## src/hw/rtl/selective_receive_mailbox_assert.svh

```systemverilog
// assertion macros for the selective receive mailbox
`ifndef SELECTIVE_RECEIVE_MAILBOX_ASSERT_SVH
`define SELECTIVE_RECEIVE_MAILBOX_ASSERT_SVH

`ifndef SYNTHESIS

// property checked on every clock edge outside reset
`define SRM_ASSERT(label, clk, rst_n, prop) \
	label: assert property (@(posedge clk) disable iff (!rst_n) (prop)) \
		else $error("srm assertion failed");

// condition in one cycle implies a property in the next
`define SRM_ASSERT_NEXT(label, clk, rst_n, cond, prop) \
	label: assert property (@(posedge clk) disable iff (!rst_n) (cond) |=> (prop)) \
		else $error("srm assertion failed");

`else

`define SRM_ASSERT(label, clk, rst_n, prop)
`define SRM_ASSERT_NEXT(label, clk, rst_n, cond, prop)

`endif

`endif

```

## src/hw/rtl/srm_pkg.sv

```systemverilog
// shared types, codes and constants of the selective receive mailbox
package srm_pkg;

	localparam int DEFAULT_QUEUE_DEPTH = 16;
	localparam int TYPE_COUNT          = 16;

	localparam int KIND_W      = 4;
	localparam int HANDLE_W    = 32;
	localparam int MASK_W      = 16;
	localparam int CFG_INDEX_W = 2;
	localparam int CFG_DATA_W  = 16;

	// request codes
	localparam logic [1:0] REQ_ENQUEUE = 2'd0;
	localparam logic [1:0] REQ_TAKE    = 2'd1;
	localparam logic [1:0] REQ_QUERY   = 2'd2;

	// result status codes
	localparam logic [2:0] STAT_ENQUEUED  = 3'd0;
	localparam logic [2:0] STAT_DROP_IDLE = 3'd1;
	localparam logic [2:0] STAT_DROP_FULL = 3'd2;
	localparam logic [2:0] STAT_DELIVERED = 3'd3;
	localparam logic [2:0] STAT_NONE      = 3'd4;
	localparam logic [2:0] STAT_QUERY     = 3'd5;

	// configuration register indexes
	localparam logic [CFG_INDEX_W-1:0] CFG_RUNNING    = 2'd0;
	localparam logic [CFG_INDEX_W-1:0] CFG_ACCEPT_ALL = 2'd1;
	localparam logic [CFG_INDEX_W-1:0] CFG_TYPE_MASK  = 2'd2;

	typedef struct packed {
		logic [1:0]          req_type;
		logic [KIND_W-1:0]   msg_kind;
		logic [HANDLE_W-1:0] msg_handle;
	} req_t;

	typedef struct packed {
		logic [2:0]          status;
		logic [KIND_W-1:0]   out_kind;
		logic [HANDLE_W-1:0] out_handle;
		logic                has_acceptable;
	} rsp_t;

	typedef struct packed {
		logic [KIND_W-1:0]   kind;
		logic [HANDLE_W-1:0] handle;
	} slot_t;

	typedef enum logic [2:0] {
		S_IDLE,
		S_DISPATCH,
		S_SCAN_RD,
		S_SCAN_CHK,
		S_SHIFT_RD,
		S_SHIFT_WR,
		S_RESULT
	} state_t;

	// controller to datapath
	typedef struct packed {
		logic load_req;
		logic do_enq;
		logic res_none;
		logic res_hit;
		logic clr_idx;
		logic inc_idx;
		logic rd_scan;
		logic rd_shift;
		logic wr_shift;
		logic dec_fill;
		logic load_out;
	} cmd_t;

	// datapath to controller
	typedef struct packed {
		logic is_enq;
		logic is_take;
		logic empty;
		logic hit;
		logic idx_last;
		logic idx_penult;
		logic out_free;
	} sts_t;

endpackage

```

## src/hw/rtl/srm_ram.sv

```systemverilog
// generic simple dual port ram with registered read
module srm_ram #(
	parameter int WIDTH = 8,
	parameter int DEPTH = 16
) (
	input  logic                     clk,
	input  logic                     we,
	input  logic [$clog2(DEPTH)-1:0] waddr,
	input  logic [WIDTH-1:0]         wdata,
	input  logic                     re,
	input  logic [$clog2(DEPTH)-1:0] raddr,
	output logic [WIDTH-1:0]         rdata
);

	logic [WIDTH-1:0] mem [DEPTH];

	always_ff @(posedge clk) begin
		if (we) begin
			mem[waddr] <= wdata;
		end
		if (re) begin
			rdata <= mem[raddr];
		end
	end

endmodule

```

## src/hw/rtl/srm_ctrl.sv

```systemverilog
// sequencing state machine of the selective receive mailbox
`include "selective_receive_mailbox_assert.svh"

module srm_ctrl (
	input  logic          clk,
	input  logic          arst_n,
	input  logic          req_valid,
	output logic          req_ready,
	input  srm_pkg::sts_t sts,
	output srm_pkg::cmd_t cmd
);

	import srm_pkg::*;

	state_t state_q;
	state_t state_d;

	always_ff @(posedge clk or negedge arst_n) begin
		if (!arst_n) begin
			state_q <= S_IDLE;
		end else begin
			state_q <= state_d;
		end
	end

	// next state
	always_comb begin
		state_d = state_q;
		unique case (state_q)
			S_IDLE: begin
				if (req_valid) state_d = S_DISPATCH;
			end
			S_DISPATCH: begin
				if (sts.is_enq || sts.empty) state_d = S_RESULT;
				else state_d = S_SCAN_RD;
			end
			S_SCAN_RD: begin
				state_d = S_SCAN_CHK;
			end
			S_SCAN_CHK: begin
				if (sts.hit) begin
					if (sts.is_take && !sts.idx_last) state_d = S_SHIFT_RD;
					else state_d = S_RESULT;
				end else if (sts.idx_last) begin
					state_d = S_RESULT;
				end else begin
					state_d = S_SCAN_RD;
				end
			end
			S_SHIFT_RD: begin
				state_d = S_SHIFT_WR;
			end
			S_SHIFT_WR: begin
				if (sts.idx_penult) state_d = S_RESULT;
				else state_d = S_SHIFT_RD;
			end
			S_RESULT: begin
				if (sts.out_free) state_d = S_IDLE;
			end
			default: begin
				state_d = S_IDLE;
			end
		endcase
	end

	// commands
	always_comb begin
		cmd       = '0;
		req_ready = 1'b0;
		unique case (state_q)
			S_IDLE: begin
				req_ready    = 1'b1;
				cmd.load_req = req_valid;
			end
			S_DISPATCH: begin
				if (sts.is_enq) cmd.do_enq = 1'b1;
				else if (sts.empty) cmd.res_none = 1'b1;
				else cmd.clr_idx = 1'b1;
			end
			S_SCAN_RD: begin
				cmd.rd_scan = 1'b1;
			end
			S_SCAN_CHK: begin
				if (sts.hit) begin
					cmd.res_hit  = 1'b1;
					cmd.dec_fill = sts.is_take && sts.idx_last;
				end else if (sts.idx_last) begin
					cmd.res_none = 1'b1;
				end else begin
					cmd.inc_idx = 1'b1;
				end
			end
			S_SHIFT_RD: begin
				cmd.rd_shift = 1'b1;
			end
			S_SHIFT_WR: begin
				cmd.wr_shift = 1'b1;
				cmd.inc_idx  = 1'b1;
				cmd.dec_fill = sts.idx_penult;
			end
			S_RESULT: begin
				cmd.load_out = sts.out_free;
			end
			default: begin
			end
		endcase
	end

	`SRM_ASSERT(a_shift_only_on_take, clk, arst_n, ((state_q == S_SHIFT_RD) || (state_q == S_SHIFT_WR)) |-> sts.is_take)
	`SRM_ASSERT(a_dec_fill_nonempty, clk, arst_n, cmd.dec_fill |-> (!sts.empty && sts.is_take))

endmodule

```

## src/hw/rtl/srm_dp.sv

```systemverilog
// datapath of the selective receive mailbox: store, counters, registers, result word
`include "selective_receive_mailbox_assert.svh"

module srm_dp #(
	parameter int QUEUE_DEPTH = srm_pkg::DEFAULT_QUEUE_DEPTH
) (
	input  logic                               clk,
	input  logic                               arst_n,
	input  srm_pkg::req_t                      req,
	input  srm_pkg::cmd_t                      cmd,
	output srm_pkg::sts_t                      sts,
	input  logic                               cfg_valid,
	input  logic [srm_pkg::CFG_INDEX_W-1:0]    cfg_index,
	input  logic [srm_pkg::CFG_DATA_W-1:0]     cfg_data,
	output srm_pkg::rsp_t                      rsp,
	output logic                               rsp_valid,
	input  logic                               rsp_ready
);

	import srm_pkg::*;

	localparam int IDX_W  = $clog2(QUEUE_DEPTH);
	localparam int CNT_W  = $clog2(QUEUE_DEPTH + 1);
	localparam int SUM_W  = CNT_W + 1;
	localparam int SLOT_W = $bits(slot_t);

	req_t              req_q;
	rsp_t              res_q;
	rsp_t              res_d;
	rsp_t              rsp_q;
	logic              rsp_valid_q;
	logic [CNT_W-1:0]  fill_q;
	logic [IDX_W-1:0]  idx_q;
	logic              running_q;
	logic              accept_all_q;
	logic [MASK_W-1:0] mask_q;

	logic              full;
	logic              enq_ok;
	logic [SUM_W-1:0]  fill_ext;
	logic [SUM_W-1:0]  idx_p1;
	logic [SUM_W-1:0]  idx_p2;
	logic              is_take;

	logic              ram_we;
	logic [IDX_W-1:0]  ram_waddr;
	logic [SLOT_W-1:0] ram_wdata;
	logic              ram_re;
	logic [IDX_W-1:0]  ram_raddr;
	logic [SLOT_W-1:0] ram_rdata;
	slot_t             rd_slot;
	slot_t             enq_slot;
	logic              kind_ok;

	assign full     = (fill_q == CNT_W'(QUEUE_DEPTH));
	assign enq_ok   = running_q && !full;
	assign fill_ext = SUM_W'(fill_q);
	assign idx_p1   = SUM_W'(idx_q) + SUM_W'(1);
	assign idx_p2   = SUM_W'(idx_q) + SUM_W'(2);
	assign is_take  = (req_q.req_type == REQ_TAKE);

	assign rd_slot         = slot_t'(ram_rdata);
	assign enq_slot.kind   = req_q.msg_kind;
	assign enq_slot.handle = req_q.msg_handle;

	// type filter on the word coming out of the store
	assign kind_ok = accept_all_q ||
		(({3'b000, rd_slot.kind} < 7'(TYPE_COUNT)) && mask_q[rd_slot.kind]);

	assign ram_we    = (cmd.do_enq && enq_ok) || cmd.wr_shift;
	assign ram_waddr = cmd.wr_shift ? idx_q : fill_q[IDX_W-1:0];
	assign ram_wdata = cmd.wr_shift ? ram_rdata : SLOT_W'(enq_slot);
	assign ram_re    = cmd.rd_scan || cmd.rd_shift;
	assign ram_raddr = cmd.rd_shift ? idx_p1[IDX_W-1:0] : idx_q;

	srm_ram #(
		.WIDTH (SLOT_W),
		.DEPTH (QUEUE_DEPTH)
	) u_store (
		.clk   (clk),
		.we    (ram_we),
		.waddr (ram_waddr),
		.wdata (ram_wdata),
		.re    (ram_re),
		.raddr (ram_raddr),
		.rdata (ram_rdata)
	);

	assign sts.is_enq     = (req_q.req_type == REQ_ENQUEUE);
	assign sts.is_take    = is_take;
	assign sts.empty      = (fill_q == '0);
	assign sts.hit        = kind_ok;
	assign sts.idx_last   = (idx_p1 == fill_ext);
	assign sts.idx_penult = (idx_p2 == fill_ext);
	assign sts.out_free   = !rsp_valid_q || rsp_ready;

	assign rsp       = rsp_q;
	assign rsp_valid = rsp_valid_q;

	// result word for the request in hand
	always_comb begin
		res_d = '0;
		if (cmd.do_enq) begin
			res_d.status = !running_q ? STAT_DROP_IDLE :
				(full ? STAT_DROP_FULL : STAT_ENQUEUED);
		end else if (cmd.res_none) begin
			res_d.status = is_take ? STAT_NONE : STAT_QUERY;
		end else if (is_take) begin
			res_d.status     = STAT_DELIVERED;
			res_d.out_kind   = rd_slot.kind;
			res_d.out_handle = rd_slot.handle;
		end else begin
			res_d.status         = STAT_QUERY;
			res_d.has_acceptable = 1'b1;
		end
	end

	// control state
	always_ff @(posedge clk or negedge arst_n) begin
		if (!arst_n) begin
			fill_q       <= '0;
			idx_q        <= '0;
			rsp_valid_q  <= 1'b0;
			running_q    <= 1'b1;
			accept_all_q <= 1'b1;
			mask_q       <= '0;
		end else begin
			if (cmd.do_enq && enq_ok) fill_q <= fill_q + CNT_W'(1);
			else if (cmd.dec_fill) fill_q <= fill_q - CNT_W'(1);

			if (cmd.clr_idx) idx_q <= '0;
			else if (cmd.inc_idx) idx_q <= idx_q + IDX_W'(1);

			if (cmd.load_out) rsp_valid_q <= 1'b1;
			else if (rsp_ready) rsp_valid_q <= 1'b0;

			if (cfg_valid) begin
				unique case (cfg_index)
					CFG_RUNNING:    running_q    <= cfg_data[0];
					CFG_ACCEPT_ALL: accept_all_q <= cfg_data[0];
					CFG_TYPE_MASK:  mask_q       <= cfg_data[MASK_W-1:0];
					default: begin
					end
				endcase
			end
		end
	end

	// payload
	always_ff @(posedge clk) begin
		if (cmd.load_req) req_q <= req;

		if (cmd.do_enq || cmd.res_none || cmd.res_hit) res_q <= res_d;

		if (cmd.load_out) rsp_q <= res_q;
	end

	`SRM_ASSERT_NEXT(a_enq_grows_fill, clk, arst_n, cmd.do_enq && enq_ok, fill_q == $past(fill_q) + 1'b1)
	`SRM_ASSERT(a_scan_in_range, clk, arst_n, cmd.rd_scan |-> (SUM_W'(idx_q) < fill_ext))
	`SRM_ASSERT(a_shift_in_range, clk, arst_n, cmd.rd_shift |-> (idx_p1 < fill_ext))

endmodule

```

## src/hw/rtl/selective_receive_mailbox.sv

```systemverilog
// top level of the selective receive mailbox
//
// bounded fifo mailbox with selective receive. a request word either enqueues a
// message (type and handle) at the tail, takes the oldest message whose type the
// filter accepts (or the head message in accept-all mode) and closes the gap, or
// asks whether an acceptable message waits. every request gives exactly one
// response word. messages are dropped with a status code while the block is not
// running or the store is full. messages live in a single ram with one write and
// one registered read port, so a take walks the store one slot at a time (read,
// then check) and then moves each later slot up one place (read, then write).
// one request is worked on at a time; the response register holds a finished word
// while the next request is accepted. the store needs no clearing after reset,
// only slots below the fill count are ever read. configuration writes are taken
// in any cycle (ready stays high) and are meant to happen while the block is idle.
module selective_receive_mailbox #(
	parameter int QUEUE_DEPTH = srm_pkg::DEFAULT_QUEUE_DEPTH
) (
	input  logic                            clk,
	input  logic                            arst_n,
	// configuration write channel
	input  logic                            cfg_valid,
	output logic                            cfg_ready,
	input  logic [srm_pkg::CFG_INDEX_W-1:0] cfg_index,
	input  logic [srm_pkg::CFG_DATA_W-1:0]  cfg_data,
	// request channel
	input  logic                            req_valid,
	output logic                            req_ready,
	input  srm_pkg::req_t                   req,
	// response channel
	output logic                            rsp_valid,
	input  logic                            rsp_ready,
	output srm_pkg::rsp_t                   rsp
);

	import srm_pkg::*;

	cmd_t cmd;
	sts_t sts;

	// registers are plain flops, a write never has to wait
	assign cfg_ready = 1'b1;

	// sequencer: dispatch, scan, compaction, response handoff
	srm_ctrl u_ctrl (
		.clk       (clk),
		.arst_n    (arst_n),
		.req_valid (req_valid),
		.req_ready (req_ready),
		.sts       (sts),
		.cmd       (cmd)
	);

	// store, fill count, scan index, filter registers, response register
	srm_dp #(
		.QUEUE_DEPTH (QUEUE_DEPTH)
	) u_dp (
		.clk       (clk),
		.arst_n    (arst_n),
		.req       (req),
		.cmd       (cmd),
		.sts       (sts),
		.cfg_valid (cfg_valid),
		.cfg_index (cfg_index),
		.cfg_data  (cfg_data),
		.rsp       (rsp),
		.rsp_valid (rsp_valid),
		.rsp_ready (rsp_ready)
	);

endmodule

```

## config.mk

```make
export PLATFORM = sky130hd
export DESIGN_NAME = selective_receive_mailbox
export DESIGN_NICKNAME = d
export VERILOG_FILES = /design/src/hw/rtl/srm_pkg.sv /design/src/hw/rtl/srm_ram.sv /design/src/hw/rtl/srm_ctrl.sv /design/src/hw/rtl/srm_dp.sv /design/src/hw/rtl/selective_receive_mailbox.sv
export VERILOG_INCLUDE_DIRS = /design/src /design/src/hw/rtl
export SDC_FILE = /design/constraint.sdc
export NUM_CORES = 1
export LEC_CHECK = 0
export BUFFER_PORTS_ARGS = -buffer_cell sky130_fd_sc_hd__clkbuf_2
export CAP_MARGIN = 20
export CELL_PAD_IN_SITES_DETAIL_PLACEMENT = 1
export CELL_PAD_IN_SITES_GLOBAL_PLACEMENT = 1
export CORE_ASPECT_RATIO = 1.25
export CORE_UTILIZATION = 58
export DETAILED_ROUTE_END_ITERATION = 6
export PLACE_DENSITY_LB_ADDON = 0.1
export SETUP_SLACK_MARGIN = 0.5
export SLEW_MARGIN = 10
export SYNTH_ARGS = -nofsm -noshare
export SYNTH_HDL_FRONTEND = slang
export SYNTH_SLANG_ARGS = --single-unit
```

## constraint.sdc

```tcl
create_clock -name clk -period 9.7 [get_ports clk]
set_clock_uncertainty 0.05 [all_clocks]
set_input_delay 1.94 -clock clk [delete_from_list [all_inputs] [get_ports clk]]
set_output_delay 1.94 -clock clk [all_outputs]
set_load 0.05 [all_outputs]
```

After elaboration in Yosys (flattened, before gate mapping)

Memories as Yosys holds them, arrays and structs flattened. A register that Yosys moved wholly into a read port is not among the register bits.
Index checks and enable logic that the tools add are counted.

$add $sub $neg: 5
Order comparisons: 1
Reduce and logical (&&, ||, !) cells: 27
Muxes and demuxes: 51
Equal/unequal tests: 14
Bitwise operators: 1

Operators by type and width:

| kind                                                                         | number |
|---|---|
| 36-bit 2-to-1 mux                                                            | 1 |
| 1-bit 2-to-1 mux                                                             | 27 |
| 3-bit 2-to-1 mux                                                             | 9 |
| 3-bit case mux with 7 select lines                                           | 1 |
| 4-bit 2-to-1 mux                                                             | 4 |
| 6-bit by 5-bit equality test with 1-bit output                               | 2 |
| 5-bit 2-to-1 mux                                                             | 2 |
| 3-bit equality test, second input constant                                   | 3 |
| 2-bit AND reduction                                                          | 4 |
| 1-bit logical OR                                                             | 7 |
| 3-bit by 2-bit equality test with 1-bit output, second input constant        | 2 |
| 2-bit 2-to-1 mux                                                             | 3 |
| 1-bit case mux with 2 select lines                                           | 3 |
| 2-bit nonzero test                                                           | 3 |
| 4-bit by 1-bit adder with 5-bit output, second input constant                | 1 |
| 4-bit by 2-bit adder with 5-bit output, second input constant                | 1 |
| 5-bit by 1-bit adder with 5-bit output, second input constant                | 1 |
| 5-bit equality test, second input constant                                   | 1 |
| 5-bit zero test                                                              | 1 |
| 4-bit by 5-bit less-than comparator with 1-bit output, second input constant | 1 |
| 5-bit by 1-bit subtractor with 5-bit output, second input constant           | 1 |
| 4-bit by 1-bit adder with 4-bit output, second input constant                | 1 |
| 1-bit binary-select mux with 4-bit select                                    | 1 |
| 2-bit by 1-bit equality test with 1-bit output, second input constant        | 2 |
| 11 further kinds                                                             | 17 |

Logic and storage cells: 118
Bits in writable memories: 576
Output and inout port bits: 43
Memories kept: 1
Register bits: 149
Input port bits: 61

Memory list:

| memory           | depth | width | read ports | clocked after memory_dff | write ports | line          | source |
|---|---|---|---|---|---|---|---|
| u_dp.u_store.mem | 16    | 36    | 1          | 1                        | 1           | srm_ram.sv:15 | `logic [WIDTH-1:0] mem [DEPTH];` |

Logic depth before layout (Yosys ltp)

Word-level depth: 7
Gate-level depth with buffers: 11
Gate-level depth less buffers: 9

Modules after synthesis

Synthesis repeated with hierarchy kept, for this count alone.

Cells, all modules: 1336
Area total of the unflattened synthesis: 28980.3 sq um

Modules (own cells, without submodules):

| module                    | sequential area each (sq um) | cells each | times used | area each (sq um) |
|---|---|---|---|---|
| srm_ram                   | 18377.6                      | 938        | 1          | 22679.3 |
| srm_dp                    | 4246.6                       | 354        | 1          | 5984.5 |
| srm_ctrl                  | 75.1                         | 42         | 1          | 305.3 |
| selective_receive_mailbox | 0.0                          | 2          | 1          | 11.3 |

Worst setup path after synthesis

No wires, ideal clock.

Path type: input to register
Start point: input port rsp_ready
End point: register u_dp.rsp_q, in the netlist u_dp.rsp[0] (enable)
Data arrival time: 5.069 ns
Setup time: 0.496 ns
Path buffers: 0
Stages on the path: 2
Required time: 9.154 ns
Slack: 4.085 ns
Cell sequence: nand2b_1 > nor3b_1

RTL lines:

| what                 | line                            | source |
|---|---|---|
| start, declared      | selective_receive_mailbox.sv:31 | `input logic rsp_ready,` |
| end signal, assigned | srm_dp.sv:155                   | `if (cmd.load_out) rsp_q <= res_q;` |
| end, declared        | srm_dp.sv:30                    | `rsp_t rsp_q;` |

Worst setup path after layout

Start point: register u_ctrl.state_q[0]
End point: register u_dp.u_store.rdata[16], read port of u_dp.u_store.mem (data pin)

Longest elaborated chain between the ends: 3
Elaborated cells between the ends (all ways): 6
Those cells by class: eq/ne: 2; mux: 3; reduce/logical: 1

Ends and longest elaborated chain:

| what                                                                                  | line                       | source |
|---|---|---|
| start, declared                                                                       | srm_ctrl.sv:15             | `state_t state_q;` |
| start signal, assigned                                                                | srm_ctrl.sv:22             | `state_q <= state_d;` |
| 3-bit equality test or 3-bit by 2-bit equality test with 1-bit output (tied branches) | srm_ctrl.sv:70             | `unique case (state_q)` |
| 1-bit 2-to-1 mux                                                                      | srm_ctrl.sv:70             |  |
| 4-bit 2-to-1 mux or 1-bit logical OR (tied branches)                                  | srm_dp.sv:74, srm_dp.sv:73 |  |
| end, declared                                                                         | srm_ram.sv:12              | `output logic [WIDTH-1:0] rdata` |

Parallel ways exist; a longest one is shown, timed or not.
A chain may end at the register's enable or synchronous reset.

==> flow_summary.ini <==
[layout]
final_cells = 2259
postLayoutCellArea_um2 = 32800
antenna_cells = 0
fill_cells = 3994
area_delta_synth_final_pct = 13.3
final_nets = 1617
drive_gt1_share_pct = 27.2

[clocking]
cts-buffers-inserted = 74
clk_latency_ns = 0.62
clk_pin_slew_worst_paths_ns = 0.06
clockBufferDepth = 3
cts_setup_buffers = 0
cts_resized = 0
cts_tree = yes
cts-root-buf = clkbuf_16
holdBufCountCts = 0
h-tree-depth = 3
clock-sinks = 761

[yosys]
ys_types = 48
synth_area_per_cell_um2 = 20.5
synth_top_area_share_pct = 75.8
synth_top_family_by_area = multiplexers
synth.most_common_cell = edfxtp_1
synth_mux_area_share_pct = 12.6
syn_nets = 1476
post_synth_and_or_nand_nor_area_fraction_pct = 4.09
synth_fa_ha_area_share_pct = 0.286
async_flop_share_pct = 4.07
synth_area_leaders = edfxtp_1, mux4_2, dfrtp_1
postSynthCellCount = 1409
synth_warnings = 0
yosysSeqAreaShare_pct = 78.5
synth_area_leader_cell = edfxtp_1
synth-xor-area-share_pct = 0.545
synth_edf_count = 730
synth_ff_type = edfxtp_1
synth_compound_area_share_pct = 2.77
synth-seq-cells = 761
ys_top_cells_by_count = edfxtp_1, nand2_1, mux4_2
syn-cell-area_um2 = 28900

[placement]
port_buffers = 102
gp_congestion = 0.751
placed_cell_area_um2 = 30400
preCtsSetupSlack_ns = 5.73
placed_cells = 2125
hpwlAfterDp_um = 34600

[timing]
max_slew.worst_pin.slew_ns = 1.09
tns_ns = 0
fin_crit_ns = 3.95
hold_viol_final = 0
clock.fmax_mhz = 253
setup_ws_ns = 5.75
finalCritPeriodShare_pct = 40.7
relSlewSlack_pct = 27.3
rsz0062_at_grt = false
setup_viol = 0
drv_slew = 0

[critical_path]
crit_path_max_fanout = 60
worstSetupPathType = flop to flop
cp.arrival_ns = 4.26
critPathLaunchType = flop
worst_setup_path_end_kind = flop
crit_required_ns = 10.01
r2r_slack_ns = 5.75

[floorplan]
die-area_um2 = 50800
die_h_um = 252
ios = 104
row_count = 91
coreArea_um2 = 49300
die_w_um = 202
start_util_pct = 58.6

[global_routing]
grt_max_degree = 113
grt_usage_pct = 27.5
grt_pass1_vias = 15182
grt-ovfl-total = 0
antenna_found_initial = 2
grt_pass1_wl_um = 99100

[drt]
first_pass_iters = 7
viasPerCell = 6.31
drtIter0Drc = 1401
wl_per_cell_um = 29.9
num_vias = 14255
antenna_left = 0
drc = 0
routed_wl_um = 67600

[job]
maxCapViolCount = 0

[power]
p_total_mw = 10.6
leakagePower_nw = 11.0
irDropWorstVdd_uv = 361
power_density_nw_per_um2 = 322

[min_path]
hp-class = flop to flop

[outcome]
outcome = complete, no violations
==> final timing paths <==
kind                       depth (start not counted)                               end                           from
min in group asynchronous                          1         u_dp.idx_q[1]$_DFFE_PN0P_                         arst_n
min reg2reg                                        0            u_dp.rsp[25]$_DFFE_PP_   u_dp.res_q[25]$_SDFFCE_PP0P_
max                                                8  u_dp.u_store.rdata[16]$_DFFE_PN_  u_ctrl.state_q[0]$_DFFE_PN0P_
min                                                0            u_dp.rsp[25]$_DFFE_PP_   u_dp.res_q[25]$_SDFFCE_PP0P_
max reg2reg                                        8  u_dp.u_store.rdata[16]$_DFFE_PN_  u_ctrl.state_q[0]$_DFFE_PN0P_
max in group asynchronous                          1        u_dp.fill_q[1]$_DFFE_PN0P_                         arst_n
==> sequential cells by signal (all words and copies together), names as in the netlist <==
name	cells
u_dp.u_store.mem	576
u_dp.idx_q	4
u_dp.enq_slot	36
u_dp.mask_q	16
u_dp.res_q	40
u_ctrl.state_q	3
u_dp.fill_q	5
u_dp.running_q	1
u_dp.accept_all_q	1
u_dp.rsp_valid	1
u_dp.req_q	2
u_dp.rsp	40
u_dp.u_store.rdata	36
==> cell usage in the layout (no fill, tap or decap), types with 6 or more instances in the layout <==
master     count
clkbuf_2     102
xnor2_1        8
mux4_2       146
a21oi_1        7
mux2_2        21
nor2_4        20
buf_4         32
nor2_1         8
nor3_1         6
xor2_1         8
clkbuf_16     76
nand2_1      160
dfrtp_1       29
clkinv_2       7
edfxtp_1     730
and2_1        36
bufinv_16      6
clkinv_1      18
a22oi_1       72
mux2i_1       13
clkbuf_1      14
==> report_power, final <==
group          total, mW  internal, mW  leakage [nW]  switching (mW)
Combinational       3.10          1.23          2.84            1.87
Clock               2.81          1.61          1.14            1.21
Sequential          4.64          4.43          6.99           0.215
Total               10.6          7.26          11.0            3.30
==> per-layer routing <==
metal  wire (µm)  share of wire [%]  vias up  GRT usage (%)
li1            -                  -     5981              -
met1       27000                 40     7571           37.0
met2       34500                 51      601           46.4
met3        4580                6.8      102           4.55
met4        1560                2.3        0           8.94
met5           0                  0        -              0
==> metrics by stage <==
step	hold slack (ns)	utilization (%)
6_report	0.362	66.4
5_1_grt	0.365	66.4
4_1_cts	0.367	66.4
3_5_place_dp	0.356	61.6
3_3_place_gp	0.351	61.6
2_1_floorplan	0.350	-
==> logic make-up (layout without fill, tap and decap cells) <==
family          count (synthesis)  count (layout)
xor+xnor                       18              18
other cells                     1               1
mux                           180             180
flops                         761             761
simple gates                  261             261
fa+ha+maj                       6               6
buf+inv                        73             272
compound gates                109             109
==> layout make-up <==
| cell class | instances | area (µm²) | area share (%) |
|---|---|---|---|
| sequential | 761 | 22700 | 69.3 |
| multi-input combinational | 575 | 6090 | 18.6 |
| clock buffer | 90 | 1950 | 5.97 |
| tap | 651 | 815 | 2.49 |
| timing repair buffer | 135 | 771 | 2.35 |
| clock inverter | 44 | 414 | 1.26 |
| inverter | 3 | 11.3 | 0.0344 |
==> worst max-delay path: stages, from the launching register on <==
cell,delay [ns]
dfrtp_1,0.56
nor3b_4,0.40
nand2_1,0.20
xor2_4,0.18
buf_4,0.63
buf_4,0.81
mux4_2,0.42
a22oi_1,0.25
nand2_1,0.08
Power figures use the tool's default switching activity.
